## src/blm_pkg.sv

```systemverilog
// Shared types, widths and constants of the battery level monitor.
package blm_pkg;

   // Field and datapath widths
   localparam int MV_W      = 13;
   localparam int SPAN_W    = 10;
   localparam int SPEED_W   = 7;
   localparam int SUM_W     = 20;
   localparam int THR_W     = 15;
   localparam int CSR_IDX_W = 3;
   localparam int PROD_W    = 17;
   localparam int DROP_W    = 10;

   // Fan speed clamp and knee, percent
   localparam logic [SPEED_W-1:0] SPEED_MAX  = 7'd100;
   localparam logic [SPEED_W-1:0] SPEED_KNEE = 7'd20;

   // Ceiling division by 80: add 79, shift by 4, then divide by 5 via reciprocal
   localparam logic [PROD_W-1:0] DROP_ROUND   = 17'd79;
   localparam int                DIV16_SHIFT  = 4;
   localparam int                DIV5_IN_W    = PROD_W - DIV16_SHIFT;
   localparam int                DIV5_MUL_W   = 14;
   localparam logic [DIV5_MUL_W-1:0] DIV5_MUL = 14'd13108;
   localparam int                DIV5_SHIFT   = 16;
   localparam int                DIV5_PROD_W  = DIV5_IN_W + DIV5_MUL_W;

   // Register indexes
   typedef enum logic [CSR_IDX_W-1:0] {
      CSR_FAULT_TRIP,
      CSR_FAULT_CLEAR,
      CSR_VERY_LOW,
      CSR_BASE_THR,
      CSR_THR_SPAN,
      CSR_HYST
   } blm_csr_index_type;

   // Charge level codes
   typedef enum logic [1:0] {
      LEVEL_PLENTY,
      LEVEL_MID,
      LEVEL_LOW,
      LEVEL_VERY_LOW
   } blm_level_type;

   // Configuration registers
   typedef struct packed {
      logic [MV_W-1:0]   fault_trip;
      logic [MV_W-1:0]   fault_clear;
      logic [MV_W-1:0]   very_low;
      logic [MV_W-1:0]   base_thr;
      logic [SPAN_W-1:0] thr_span;
      logic [SPAN_W-1:0] hyst;
   } blm_cfg_type;

   localparam blm_cfg_type CFG_RESET = '{
      fault_trip:  13'd2820,
      fault_clear: 13'd3000,
      very_low:    13'd2950,
      base_thr:    13'd3700,
      thr_span:    10'd300,
      hyst:        10'd200
   };

   // One request as it enters the decision stage
   typedef struct packed {
      logic                    updated;
      logic [MV_W-1:0]         quot;
      logic signed [THR_W-1:0] thres;
      logic [MV_W-1:0]         mode_thr;
   } blm_step_type;

endpackage

```

## src/blm_avg.sv

```systemverilog
// Sample accumulator: running sum, minimum, maximum and count of one averaging window.
module blm_avg #(
   parameter int SAMPLES = 8
) (
   input  logic                        clock,
   input  logic                        reset,
   input  logic                        take,
   input  logic [blm_pkg::MV_W-1:0]    sample_mv,
   output logic                        flush,
   output logic [blm_pkg::SUM_W-1:0]   rest
);

   localparam int CNT_W = $clog2(SAMPLES + 1);

   logic [CNT_W-1:0]          cnt_ff, cnt_in;
   logic [blm_pkg::SUM_W-1:0] sum_ff, sum_in;
   logic [blm_pkg::MV_W-1:0]  min_ff, min_in;
   logic [blm_pkg::MV_W-1:0]  max_ff, max_in;

   // A full window is flushed by the next request; its sample is dropped
   assign flush = (cnt_ff == CNT_W'(SAMPLES));
   assign rest  = sum_ff - blm_pkg::SUM_W'(min_ff) - blm_pkg::SUM_W'(max_ff);

   // Restart, open or extend the window
   always_comb begin
      cnt_in = cnt_ff;
      sum_in = sum_ff;
      min_in = min_ff;
      max_in = max_ff;
      if (take) begin
         if (flush) begin
            cnt_in = '0;
         end else if (cnt_ff == '0) begin
            cnt_in = CNT_W'(1);
            sum_in = blm_pkg::SUM_W'(sample_mv);
            min_in = sample_mv;
            max_in = sample_mv;
         end else begin
            cnt_in = cnt_ff + CNT_W'(1);
            sum_in = sum_ff + blm_pkg::SUM_W'(sample_mv);
            if (sample_mv < min_ff) min_in = sample_mv;
            if (sample_mv > max_ff) max_in = sample_mv;
         end
      end
   end

   always_ff @(posedge clock) begin
      if (reset) begin
         cnt_ff <= '0;
      end else begin
         cnt_ff <= cnt_in;
      end
   end

   // Window data needs no reset: an empty window reloads it
   always_ff @(posedge clock) begin
      sum_ff <= sum_in;
      min_ff <= min_in;
      max_ff <= max_in;
   end

   a_cnt_range: assert property (@(posedge clock) disable iff (reset)
      cnt_ff <= CNT_W'(SAMPLES))
      else $error("sample count beyond window size");

   a_min_max: assert property (@(posedge clock) disable iff (reset)
      cnt_ff != '0 |-> min_ff <= max_ff)
      else $error("window minimum above maximum");

   a_flush_clears: assert property (@(posedge clock) disable iff (reset)
      take && flush |=> cnt_ff == '0)
      else $error("window not restarted after flush");

endmodule

```

## src/blm_charge.sv

```systemverilog
// Filtered voltage, fault latch, low alert and charge level state.
module blm_charge (
   input  logic                       clock,
   input  logic                       reset,
   input  blm_pkg::blm_cfg_type       cfg,
   input  logic                       step_valid,
   input  blm_pkg::blm_step_type      step,
   output logic [blm_pkg::MV_W-1:0]   filtered_mv,
   output logic [1:0]                 level,
   output logic                       alert,
   output logic                       fault
);

   logic [blm_pkg::MV_W-1:0]   filt_ff, filt_in;
   blm_pkg::blm_level_type     level_ff, level_in;
   logic                       fault_ff, fault_in;
   logic                       alert_ff, alert_in;

   logic [blm_pkg::MV_W-1:0]        v;
   logic signed [blm_pkg::THR_W-1:0] v_s;
   logic signed [blm_pkg::THR_W-1:0] hyst_s;
   logic signed [blm_pkg::THR_W-1:0] thr_hi;
   logic signed [blm_pkg::THR_W-1:0] thr_lo;

   // Voltage seen by this request, after its averaging step
   assign v      = step.updated ? step.quot : filt_ff;
   assign v_s    = $signed({2'b00, v});
   assign hyst_s = $signed({5'b00000, cfg.hyst});
   assign thr_hi = step.thres + hyst_s;
   assign thr_lo = step.thres - hyst_s;

   // Fault latch with hysteresis; alert only while healthy
   always_comb begin
      filt_in  = filt_ff;
      fault_in = fault_ff;
      alert_in = alert_ff;
      if (step_valid) begin
         filt_in  = v;
         alert_in = 1'b0;
         if (v > cfg.fault_trip) begin
            if (fault_ff) begin
               if (v > cfg.fault_clear) fault_in = 1'b0;
            end else begin
               alert_in = (v <= step.mode_thr);
            end
         end else begin
            fault_in = 1'b1;
         end
      end
   end

   // Charge level around the fan-dependent threshold
   always_comb begin
      level_in = level_ff;
      if (step_valid) begin
         case (level_ff)
            blm_pkg::LEVEL_PLENTY: begin
               if (v_s < step.thres) level_in = blm_pkg::LEVEL_MID;
            end
            blm_pkg::LEVEL_MID: begin
               if (v_s > thr_hi) level_in = blm_pkg::LEVEL_PLENTY;
               if (v_s < thr_lo) level_in = blm_pkg::LEVEL_LOW;
            end
            blm_pkg::LEVEL_LOW: begin
               if (v_s > step.thres) level_in = blm_pkg::LEVEL_MID;
               if (v < cfg.very_low) level_in = blm_pkg::LEVEL_VERY_LOW;
            end
            blm_pkg::LEVEL_VERY_LOW: begin
               if (v_s > thr_lo) level_in = blm_pkg::LEVEL_LOW;
            end
            default: begin
               level_in = blm_pkg::LEVEL_PLENTY;
            end
         endcase
      end
   end

   always_ff @(posedge clock) begin
      if (reset) begin
         filt_ff  <= '0;
         level_ff <= blm_pkg::LEVEL_PLENTY;
         fault_ff <= 1'b0;
         alert_ff <= 1'b0;
      end else begin
         filt_ff  <= filt_in;
         level_ff <= level_in;
         fault_ff <= fault_in;
         alert_ff <= alert_in;
      end
   end

   assign filtered_mv = filt_ff;
   assign level       = level_ff;
   assign alert       = alert_ff;
   assign fault       = fault_ff;

   a_alert_healthy: assert property (@(posedge clock) disable iff (reset)
      alert_ff |-> !fault_ff)
      else $error("low alert raised with fault latched");

   a_plenty_step: assert property (@(posedge clock) disable iff (reset)
      level_ff == blm_pkg::LEVEL_PLENTY |=>
         level_ff == blm_pkg::LEVEL_PLENTY || level_ff == blm_pkg::LEVEL_MID)
      else $error("charge level skipped from plenty");

   a_very_low_step: assert property (@(posedge clock) disable iff (reset)
      level_ff == blm_pkg::LEVEL_VERY_LOW |=>
         level_ff == blm_pkg::LEVEL_VERY_LOW || level_ff == blm_pkg::LEVEL_LOW)
      else $error("charge level skipped from very low");

   a_idle_hold: assert property (@(posedge clock) disable iff (reset)
      !step_valid |=> $stable(filt_ff) && $stable(fault_ff))
      else $error("state changed without a request");

endmodule

```

## src/battery_level_monitor_core.sv

```systemverilog
// Top level of the battery level monitor: config registers and three-stage request pipeline.
//
//  port group | direction | carries
//  req_*      | in        | sample_mv, fan_speed, mode_low_threshold_mv
//  rsp_*      | out       | cell_mv, charge_level, low_alert, battery_fault, average_updated
//  csr_*      | in        | register writes, index and 13-bit data
//
//  One request per cycle unless a stalled result holds the pipe.
//  Stage 1 updates the averaging window and forms the fan threshold product,
//  stage 2 runs the two reciprocal multipliers, stage 3 updates fault and level.
//  Reset clears the window, filtered voltage, fault latch and level, and loads
//  register defaults. A stalled result holds the pipe; empty stages still fill.
module battery_level_monitor_core #(
   parameter int SAMPLES = 8
) (
   input  logic                            clock,
   input  logic                            reset,
   input  logic                            req_valid,
   output logic                            req_stall,
   input  logic [blm_pkg::MV_W-1:0]        req_sample_mv,
   input  logic [blm_pkg::SPEED_W-1:0]     req_fan_speed,
   input  logic [blm_pkg::MV_W-1:0]        req_mode_low_threshold_mv,
   output logic                            rsp_valid,
   input  logic                            rsp_stall,
   output logic [blm_pkg::MV_W-1:0]        rsp_cell_mv,
   output logic [1:0]                      rsp_charge_level,
   output logic                            rsp_low_alert,
   output logic                            rsp_battery_fault,
   output logic                            rsp_average_updated,
   input  logic                            csr_write_en,
   input  logic [blm_pkg::CSR_IDX_W-1:0]   csr_index,
   input  logic [blm_pkg::MV_W-1:0]        csr_wdata
);

   // Reciprocal for division by SAMPLES-2, exact over the sum range
   localparam int              DIV_D      = SAMPLES - 2;
   localparam int              DIV_SHIFT  = 27;
   localparam longint unsigned DIV_MUL_L  = ((64'd1 << DIV_SHIFT) + DIV_D - 1) / DIV_D;
   localparam logic [DIV_SHIFT:0] DIV_MUL = DIV_MUL_L[DIV_SHIFT:0];
   localparam int              AVG_PROD_W = blm_pkg::SUM_W + DIV_SHIFT + 1;

   blm_pkg::blm_cfg_type cfg_ff, cfg_in;

   logic adv1, adv2, adv3, take;

   logic                        avg_flush;
   logic [blm_pkg::SUM_W-1:0]   avg_rest;

   logic [blm_pkg::SPEED_W-1:0] speed_clamped;
   logic [blm_pkg::SPEED_W-1:0] speed_over;
   logic [blm_pkg::PROD_W-1:0]  prod_in;

   logic                        s1_valid_ff;
   logic                        s1_flush_ff;
   logic [blm_pkg::SUM_W-1:0]   s1_rest_ff;
   logic [blm_pkg::MV_W-1:0]    s1_mode_ff;
   logic [blm_pkg::PROD_W-1:0]  s1_prod_ff;

   logic [blm_pkg::DIV5_PROD_W-1:0] drop_prod;
   logic [blm_pkg::DROP_W-1:0]      drop;
   logic [AVG_PROD_W-1:0]           avg_prod;
   blm_pkg::blm_step_type           s2_in;

   logic                        s2_valid_ff;
   blm_pkg::blm_step_type       s2_ff;

   logic                        rsp_valid_ff;
   logic                        upd_ff;

   // Register writes; indexes beyond the list are dropped
   always_comb begin
      cfg_in = cfg_ff;
      if (csr_write_en) begin
         case (csr_index)
            blm_pkg::CSR_FAULT_TRIP:  cfg_in.fault_trip  = csr_wdata;
            blm_pkg::CSR_FAULT_CLEAR: cfg_in.fault_clear = csr_wdata;
            blm_pkg::CSR_VERY_LOW:    cfg_in.very_low    = csr_wdata;
            blm_pkg::CSR_BASE_THR:    cfg_in.base_thr    = csr_wdata;
            blm_pkg::CSR_THR_SPAN:    cfg_in.thr_span    = csr_wdata[blm_pkg::SPAN_W-1:0];
            blm_pkg::CSR_HYST:        cfg_in.hyst        = csr_wdata[blm_pkg::SPAN_W-1:0];
            default: ;
         endcase
      end
   end

   always_ff @(posedge clock) begin
      if (reset) begin
         cfg_ff <= blm_pkg::CFG_RESET;
      end else begin
         cfg_ff <= cfg_in;
      end
   end

   // Advance each stage when it is empty or the one after moves
   assign adv3      = !rsp_valid_ff || !rsp_stall;
   assign adv2      = !s2_valid_ff || adv3;
   assign adv1      = !s1_valid_ff || adv2;
   assign req_stall = !adv1;
   assign take      = req_valid && adv1;

   blm_avg #(
      .SAMPLES (SAMPLES)
   ) u_avg (
      .clock     (clock),
      .reset     (reset),
      .take      (take),
      .sample_mv (req_sample_mv),
      .flush     (avg_flush),
      .rest      (avg_rest)
   );

   // Fan threshold product: span * max(min(speed,100)-20, 0), rounded up for /80
   assign speed_clamped = (req_fan_speed > blm_pkg::SPEED_MAX) ? blm_pkg::SPEED_MAX
                                                                : req_fan_speed;
   assign speed_over    = (speed_clamped > blm_pkg::SPEED_KNEE)
                          ? speed_clamped - blm_pkg::SPEED_KNEE : '0;
   assign prod_in       = blm_pkg::PROD_W'(cfg_ff.thr_span) * blm_pkg::PROD_W'(speed_over)
                          + blm_pkg::DROP_ROUND;

   // Stage 1
   always_ff @(posedge clock) begin
      if (reset) begin
         s1_valid_ff <= 1'b0;
      end else if (adv1) begin
         s1_valid_ff <= req_valid;
      end
   end

   always_ff @(posedge clock) begin
      if (take) begin
         s1_flush_ff <= avg_flush;
         s1_rest_ff  <= avg_rest;
         s1_mode_ff  <= req_mode_low_threshold_mv;
         s1_prod_ff  <= prod_in;
      end
   end

   // Divide the threshold product by 80 and the trimmed sum by SAMPLES-2
   assign drop_prod = blm_pkg::DIV5_PROD_W'(s1_prod_ff[blm_pkg::PROD_W-1:blm_pkg::DIV16_SHIFT])
                      * blm_pkg::DIV5_PROD_W'(blm_pkg::DIV5_MUL);
   assign drop      = drop_prod[blm_pkg::DIV5_SHIFT +: blm_pkg::DROP_W];
   assign avg_prod  = AVG_PROD_W'(s1_rest_ff) * AVG_PROD_W'(DIV_MUL);

   always_comb begin
      s2_in.updated  = s1_flush_ff;
      s2_in.quot     = avg_prod[DIV_SHIFT +: blm_pkg::MV_W];
      s2_in.thres    = $signed({2'b00, cfg_ff.base_thr}) - $signed({5'b00000, drop});
      s2_in.mode_thr = s1_mode_ff;
   end

   // Stage 2
   always_ff @(posedge clock) begin
      if (reset) begin
         s2_valid_ff <= 1'b0;
      end else if (adv2) begin
         s2_valid_ff <= s1_valid_ff;
      end
   end

   always_ff @(posedge clock) begin
      if (adv2 && s1_valid_ff) begin
         s2_ff <= s2_in;
      end
   end

   // Stage 3: decision state and result register
   blm_charge u_charge (
      .clock       (clock),
      .reset       (reset),
      .cfg         (cfg_ff),
      .step_valid  (s2_valid_ff && adv3),
      .step        (s2_ff),
      .filtered_mv (rsp_cell_mv),
      .level       (rsp_charge_level),
      .alert       (rsp_low_alert),
      .fault       (rsp_battery_fault)
   );

   always_ff @(posedge clock) begin
      if (reset) begin
         rsp_valid_ff <= 1'b0;
      end else if (adv3) begin
         rsp_valid_ff <= s2_valid_ff;
      end
   end

   always_ff @(posedge clock) begin
      if (adv3 && s2_valid_ff) begin
         upd_ff <= s2_ff.updated;
      end
   end

   assign rsp_valid           = rsp_valid_ff;
   assign rsp_average_updated = upd_ff;

   a_empty_ready: assert property (@(posedge clock) disable iff (reset)
      !s1_valid_ff && !s2_valid_ff && !rsp_valid_ff |-> !req_stall)
      else $error("request stalled with an empty pipeline");

   a_s2_hold: assert property (@(posedge clock) disable iff (reset)
      s2_valid_ff && !adv3 |=> s2_valid_ff && $stable(s2_ff))
      else $error("stage 2 lost or changed a held request");

   a_s1_hold: assert property (@(posedge clock) disable iff (reset)
      s1_valid_ff && !adv2 |=> s1_valid_ff && $stable(s1_prod_ff) && $stable(s1_rest_ff))
      else $error("stage 1 lost or changed a held request");

   a_stall_full: assert property (@(posedge clock) disable iff (reset)
      req_stall |-> s1_valid_ff && s2_valid_ff && rsp_valid_ff && rsp_stall)
      else $error("request stalled with room in the pipeline");

endmodule

```

## config.mk

```make
export PLATFORM = sky130hd
export DESIGN_NAME = battery_level_monitor_core
export DESIGN_NICKNAME = d
export VERILOG_FILES = /design/src/blm_pkg.sv /design/src/blm_avg.sv /design/src/blm_charge.sv /design/src/battery_level_monitor_core.sv
export SDC_FILE = /design/constraint.sdc
export NUM_CORES = 1
export LEC_CHECK = 0
export ABC_AREA = 1
export BUFFER_PORTS_ARGS = -buffer_cell sky130_fd_sc_hd__buf_2
export CAP_MARGIN = 20
export CORE_MARGIN = 1
export CORE_UTILIZATION = 59
export DETAILED_ROUTE_END_ITERATION = 10
export PLACE_DENSITY_LB_ADDON = 0.05
export SETUP_SLACK_MARGIN = 0.4
export SYNTH_ARGS = -nofsm -noshare
export SYNTH_HDL_FRONTEND = slang
export SYNTH_SLANG_ARGS = --single-unit
```

## constraint.sdc

```tcl
create_clock -name clock -period 6.4 [get_ports clock]
set_clock_uncertainty 0.1 [all_clocks]
set_input_delay 0.96 -clock clock [delete_from_list [all_inputs] [get_ports clock]]
set_output_delay 0.96 -clock clock [all_outputs]
set_load 0.005 [all_outputs]
```

# [After elaboration in Yosys (flattened, before gate mapping)]
# Index checks and enable logic that the tools add are counted.
[classes] n_addsub=9 multipliers=3 magnitude_cmp=13 eq_ne=13 n_mux=22 bitwise=1 reduce_logical=26
[op_table] op="$mux W13" n=6
[op_table] op="$gt A14 B15 Y1" n=3
[op_table] op="$sub A20 B13 Y20" n=2
[op_table] op="$gt A13 B13 Y1" n=3
[op_table] op="$mul A20 B24 Y39 const B" n=1
[op_table] op="$lt A14 B15 Y1" n=2
[op_table] op="$lt A13 B13 Y1" n=2
[op_table] op="$mul A13 B12 Y24 const B" n=1
[op_table] op="$add A20 B13 Y20" n=1
[op_table] op="$add A17 B7 Y17 const B" n=1
[op_table] op="$mul A10 B7 Y17" n=1
[op_table] op="$add A15 B11 Y15" n=1
[op_table] op="$sub A15 B11 Y15" n=1
[op_table] op="$mux W7" n=2
[op_table] op="$reduce_and A2 Y1" n=7
[op_table] op="$sub A13 B10 Y14" n=1
[op_table] op="$le A13 B13 Y1" n=1
[op_table] op="$mux W2" n=6
[op_table] op="$mux W4" n=2
[op_table] op="$pmux W2 S4" n=1
[op_table] op="$gt A7 B5 Y1 const B" n=1
[op_table] op="$gt A7 B7 Y1 const B" n=1
[op_table] op="$sub A7 B5 Y7 const B" n=1
[op_table] op="$eq A3 B2 Y1 const B" n=2
[op_table] op="19 further kinds" n=37
[totals] regBits=236 output_inout_bits=20

# [Logic depth before layout (Yosys ltp)]
[depth] word_depth=6 ltp_mapped=30 ltp_nobuf=30

# [Modules after synthesis]
# Synthesis repeated with hierarchy kept, for this count alone.
[hier_totals] cells_unflattened=3222 hier_area_um2=26361.5
[by_module_without_submodules] module="battery_level_monitor_core" n_inst=1 cells_each=1914 area_each_um2=17319.1 seq_area_each_um2=4174.0
[by_module_without_submodules] module="blm_avg" n_inst=1 cells_each=599 area_each_um2=4645.7 seq_area_each_um2=1461.4
[by_module_without_submodules] module="blm_charge" n_inst=1 cells_each=709 area_each_um2=4396.7 seq_area_each_um2=340.3

# [Worst setup path after synthesis]
# No wires, ideal clock.
[synth_path] kind="input to register" startpoint="input rsp_stall" endpoint="register u_avg.min_ff[0] (netlist name), enable pin" setup_ps=403 arrival_time_ps=5878 required_ps=5897 path_slack_ps=19 cell_stages=8 path_buffers=0 path_cell_list="nand2_1 nor2_1 inv_1 nor2_1 nor2_1 inv_1 nor2_1 a21boi_0"
[synth_between] elab_chain_cells=6
[synth_lines] item="from (decl)" line_no="battery_level_monitor_core.sv:24" text="input logic rsp_stall,"
[synth_lines] item="$logic_not A1 Y1" line_no="battery_level_monitor_core.sv:95" text="assign adv3 = !rsp_valid_ff || !rsp_stall;"
[synth_lines] item="$logic_or A1 B1 Y1" line_no="battery_level_monitor_core.sv:95"
[synth_lines] item="$logic_or A1 B1 Y1" line_no="battery_level_monitor_core.sv:96" text="assign adv2 = !s2_valid_ff || adv3;"
[synth_lines] item="$logic_or A1 B1 Y1" line_no="battery_level_monitor_core.sv:97" text="assign adv1 = !s1_valid_ff || adv2;"
[synth_lines] item="$logic_and A1 B1 Y1" line_no="battery_level_monitor_core.sv:99" text="assign take = req_valid && adv1;"
[synth_lines] item="named net take" line_no="battery_level_monitor_core.sv:44" text="logic adv1, adv2, adv3, take;"
[synth_lines] item="$reduce_and A3 Y1 (no line)"
[synth_lines] item="to (signal assigned)" line_no="blm_avg.sv:58" text="min_ff <= min_in;"
[synth_lines] item="to (decl)" line_no="blm_avg.sv:17" text="logic [blm_pkg::MV_W-1:0] min_ff, min_in;"
# The timed path passes the listed nets, and every way through them passes these cells.
# A chain may end at the register's enable or synchronous reset.

# [Final worst setup path]
[layout_path] startpoint="register s1_rest_ff[16] (netlist name)" endpoint="register s2_ff[38] (netlist name) (data pin)"
[layout_between] elab_chain_cells=1
[layout_lines] item="from (decl)" line_no="battery_level_monitor_core.sv:55" text="logic [blm_pkg::SUM_W-1:0] s1_rest_ff;"
[layout_lines] item="from (signal assigned)" line_no="battery_level_monitor_core.sv:132" text="s1_rest_ff <= avg_rest;"
[layout_lines] item="$mul A20 B24 Y39" line_no="battery_level_monitor_core.sv:142" text="assign avg_prod = AVG_PROD_W'(s1_rest_ff) * AVG_PROD_W'(DIV_MUL);"
[layout_lines] item="named net avg_prod[37]" line_no="battery_level_monitor_core.sv:61" text="logic [AVG_PROD_W-1:0] avg_prod;"
[layout_lines] item="to (signal assigned)" line_no="battery_level_monitor_core.sv:162" text="s2_ff <= s2_in;"
[layout_lines] item="to (decl)" line_no="battery_level_monitor_core.sv:65" text="blm_pkg::blm_step_type s2_ff;"
# The timed path passes the listed nets, and every way through them passes these cells.

==> out/metrics.cfg <==
[place]
io_buffers = 73
place.detailed.hpwl_mm = 48.90
routabilityCongestion = 0.9077
postPlaceCellArea_um2 = 26110

[global_route]
grt_pass1_vias = 19640
grt_pass1_wl_mm = 98.37
grt_max_degree = 65
gr-total-overflow = 0
track_usage_pct = 28.51
antenna_found_initial = 2

[detailed_routing]
drt-total-wl_mm = 61.02
drtPass1Iterations = 5
initialDrtViolationCount = 1007
top_layer = met4
wl_per_cell_um = 17.13
wl_met1_mm = 26.54
vias = 19400
avgViaCountPerCell = 5.448
drc = 0
wl_met2_mm = 30.85
ant_nets = 0
met3_length_mm = 1.873

[setup_path]
required_ns = 6.63
cp_max_fo = 4
cpMostUsedCell = nand2_1
arrival_ns = 6.05
critPathCaptureType = flip-flop
crit_type = flip-flop to flip-flop
critPathLaunch = s1_rest_ff[16]
cp_cell_sequence = ha_4, fa_2, inv_2, fa_2, fa_2, inv_2, fa_1, fa_1, fa_1, ha_4, nand2_1, inv_1, nand2_1, nor3_2, nand3_1, nand2_2, nand2_1, o211ai_1, nand2_1, nand2_2, nand2_2, nand3_1, nand2_1
r2r-start = s1_rest_ff[16]
cp_slowest_cell = fa_2
cp_top_family = adder cells
max_stage_delay_ns = 0.61
path_buf_inv = 3
critPathLaunchType = flip-flop

[floorplan]
start_util_pct = 59.79
fp.dieW_um = 208.0
die_y_um = 208.0
die_area_um2 = 43240
rows = 75
io_pins = 74
core-area_um2 = 41850

[timing]
timing.fmax_ghz = 0.1718
slew_headroom_pct = 35.03
layout_min_cycle_time_ns = 5.820
rsz0062_at_grt = true
worstMarginPinSlew_ns = 0.9689
timing.final.max_slew_violations = 0
post-route-period-util_pct = 90.94
hold_viol = 0
setup_violations = 0

[synthesis]
synth_top_cell_by_area = ha_1
yosysTopAreaCellShare_pct = 22.05
syn_area_um2 = 25030
synth.most_common_cell = inv_1
yosysWarnings = 0
synth-seq-cells = 231
synth_edf_count = 135
synth_cell_types = 53
synth_cells = 2853
syn_area_per_cell_um2 = 8.772
synth_area_leaders = ha_1 (22%), fa_1 (18%), edfxtp_1 (16%)
synthTopCellsByCount = inv_1 (589), ha_1 (441), nand2_1 (397), a21oi_1 (225), fa_1 (220)
syn-num-nets = 3568
synth_ff_type = edfxtp_1
ys_seq_area_share_pct = 23.88
synth-async-reset-ratio_pct = 0

[clock_tree]
htreeDepth = 1
insertion_delay_ns = 0.57
cts_made_buffers = 27
cts_tree = done
cts_sinks = 231
hold_buffers = 0
cts.reportedPaths.clkPinSlew_ns = 0.06
root_buffer = clkbuf_16
clk_path_buf_depth = 3

[finish]
area_growth_pct = 11.37
final_area_um2 = 27870
drive_gt1_share_pct = 10.69
nFillCells = 3540
nets = 3715

[hold_path]
min_from = s1_mode_ff[4]
hp-class = flip-flop to flip-flop

[flow_run]
cap_violations = 0

[run_status]
status = finished clean

registers in the layout (all words and copies together) (netlist names):
signal / cells
s1_prod_ff: 13
rsp_average_updated: 1
s1_valid_ff: 1
s1_mode_ff: 13
cfg_ff: 72
u_charge.fault: 1
u_avg.sum_ff: 20
u_avg.min_ff: 13
u_charge.filtered_mv: 13
u_avg.max_ff: 13
s2_valid_ff: 1
u_charge.alert: 1
u_avg.cnt_ff: 4
s1_flush_ff: 1
s2_ff: 41
u_charge.level: 2
rsp_valid: 1
s1_rest_ff: 20
cells in the final DEF, fill, tap and decap left out, drive strengths merged, types with 2 or more instances in the layout:
cell type,count
nand2,399
o21ai,155
xor2,73
clkinv,12
o41ai,2
ha,441
dfxtp,96
nor3,24
buf,150
inv,599
edfxtp,135
nor2,197
o31ai,3
fa,220
a21oi,230
nand3b,3
a21boi,7
and3,2
xnor2,28
o21a,6
or2,2
clkbuf,34
o221ai,6
a21o,8
clkinvlp,2
o311ai,2
bufinv,2
a211oi,4
nand4,29
a31oi,18
nor4,10
o21bai,13
nand3,74
o211ai,30
worst paths after layout:
check                                  to  slack, ns  cells after the start
worst max-delay path            s2_ff[38]       0.58                     23
worst min-delay path             s2_ff[4]       0.32                      0
worst max register to register  s2_ff[38]       0.58                     23
worst min register to register   s2_ff[4]       0.32                      0
cell families (layout without fill, tap and decap cells):
group,after synthesis,after routing,share of synthesized area [%]
other,0,1,0
and+or+nand+nor,741,741,12.32
buffers and inverters,631,799,9.539
AOI/OAI and AO/OA,488,488,11.07
DFF,231,231,23.88
xor gates and xnor gates,101,101,3.535
adders and majority gates,661,661,39.65
area by class of cell:
cell class / instances / area (um2) / share of cell area, %
Tap cell: 539 / 674.4 / 2.420
Clock inverter: 16 / 141.4 / 0.5073
Antenna cell: 1 / 2.502 / 0.008978
Inverter: 598 / 2253 / 8.085
Timing Repair inverter: 1 / 7.507 / 0.02693
Clock buffer: 34 / 754.5 / 2.707
Sequential cell: 231 / 5976 / 21.44
Multi-Input combinational cell: 1991 / 17100 / 61.34
Timing Repair Buffer: 150 / 964.7 / 3.461
stage by stage:
| step | std cells | utilization, % | setup slack, ns | hold slack (ns) | TNS [ns] |
|---|---|---|---|---|---|
| floorplan | 2853 | - | 0.5121 | 0.3003 | 0 |
| detailed placement | 3454 | 62.37 | -0.01649 | 0.3045 | -0.01649 |
| CTS | 3519 | 64.93 | 0.3989 | 0.3189 | 0 |
| finish | 3561 | 66.59 | 0.5797 | 0.3177 | 0 |
| global route | 3561 | 66.59 | 0.2776 | 0.3251 | 0 |
| global placement | 3453 | 62.35 | 0.1214 | 0.3016 | 0 |
layer usage:
metal  track usage [%]  vias to the layer above
met5                 0                        -
met4             8.455                        0
met3             2.460                      105
met2             51.48                      350
met1             36.27                     9316
li1                  -                     9629
worst reg2reg max path: cells and delay by family, from the launching register on:
kind | cells | cell delay [ns]
AO/OA/AOI/OAI | 1 | 0.14
flip-flops | 1 | 0.44
buffers and inverters | 3 | 0.21
AND/OR/NAND/NOR | 11 | 1.02
adder cells (fa/ha/maj) | 8 | 3.67
what timing repair did:
action,CTS,global route
pin swaps,3,57
endpoints found under the setup margin,12,24
buffers inserted,15,39
cloned,0,1
resized for setup,13,95
Power is not shown: default switching activity piles up to over one toggle a cycle in this logic, so the estimate is an artifact.
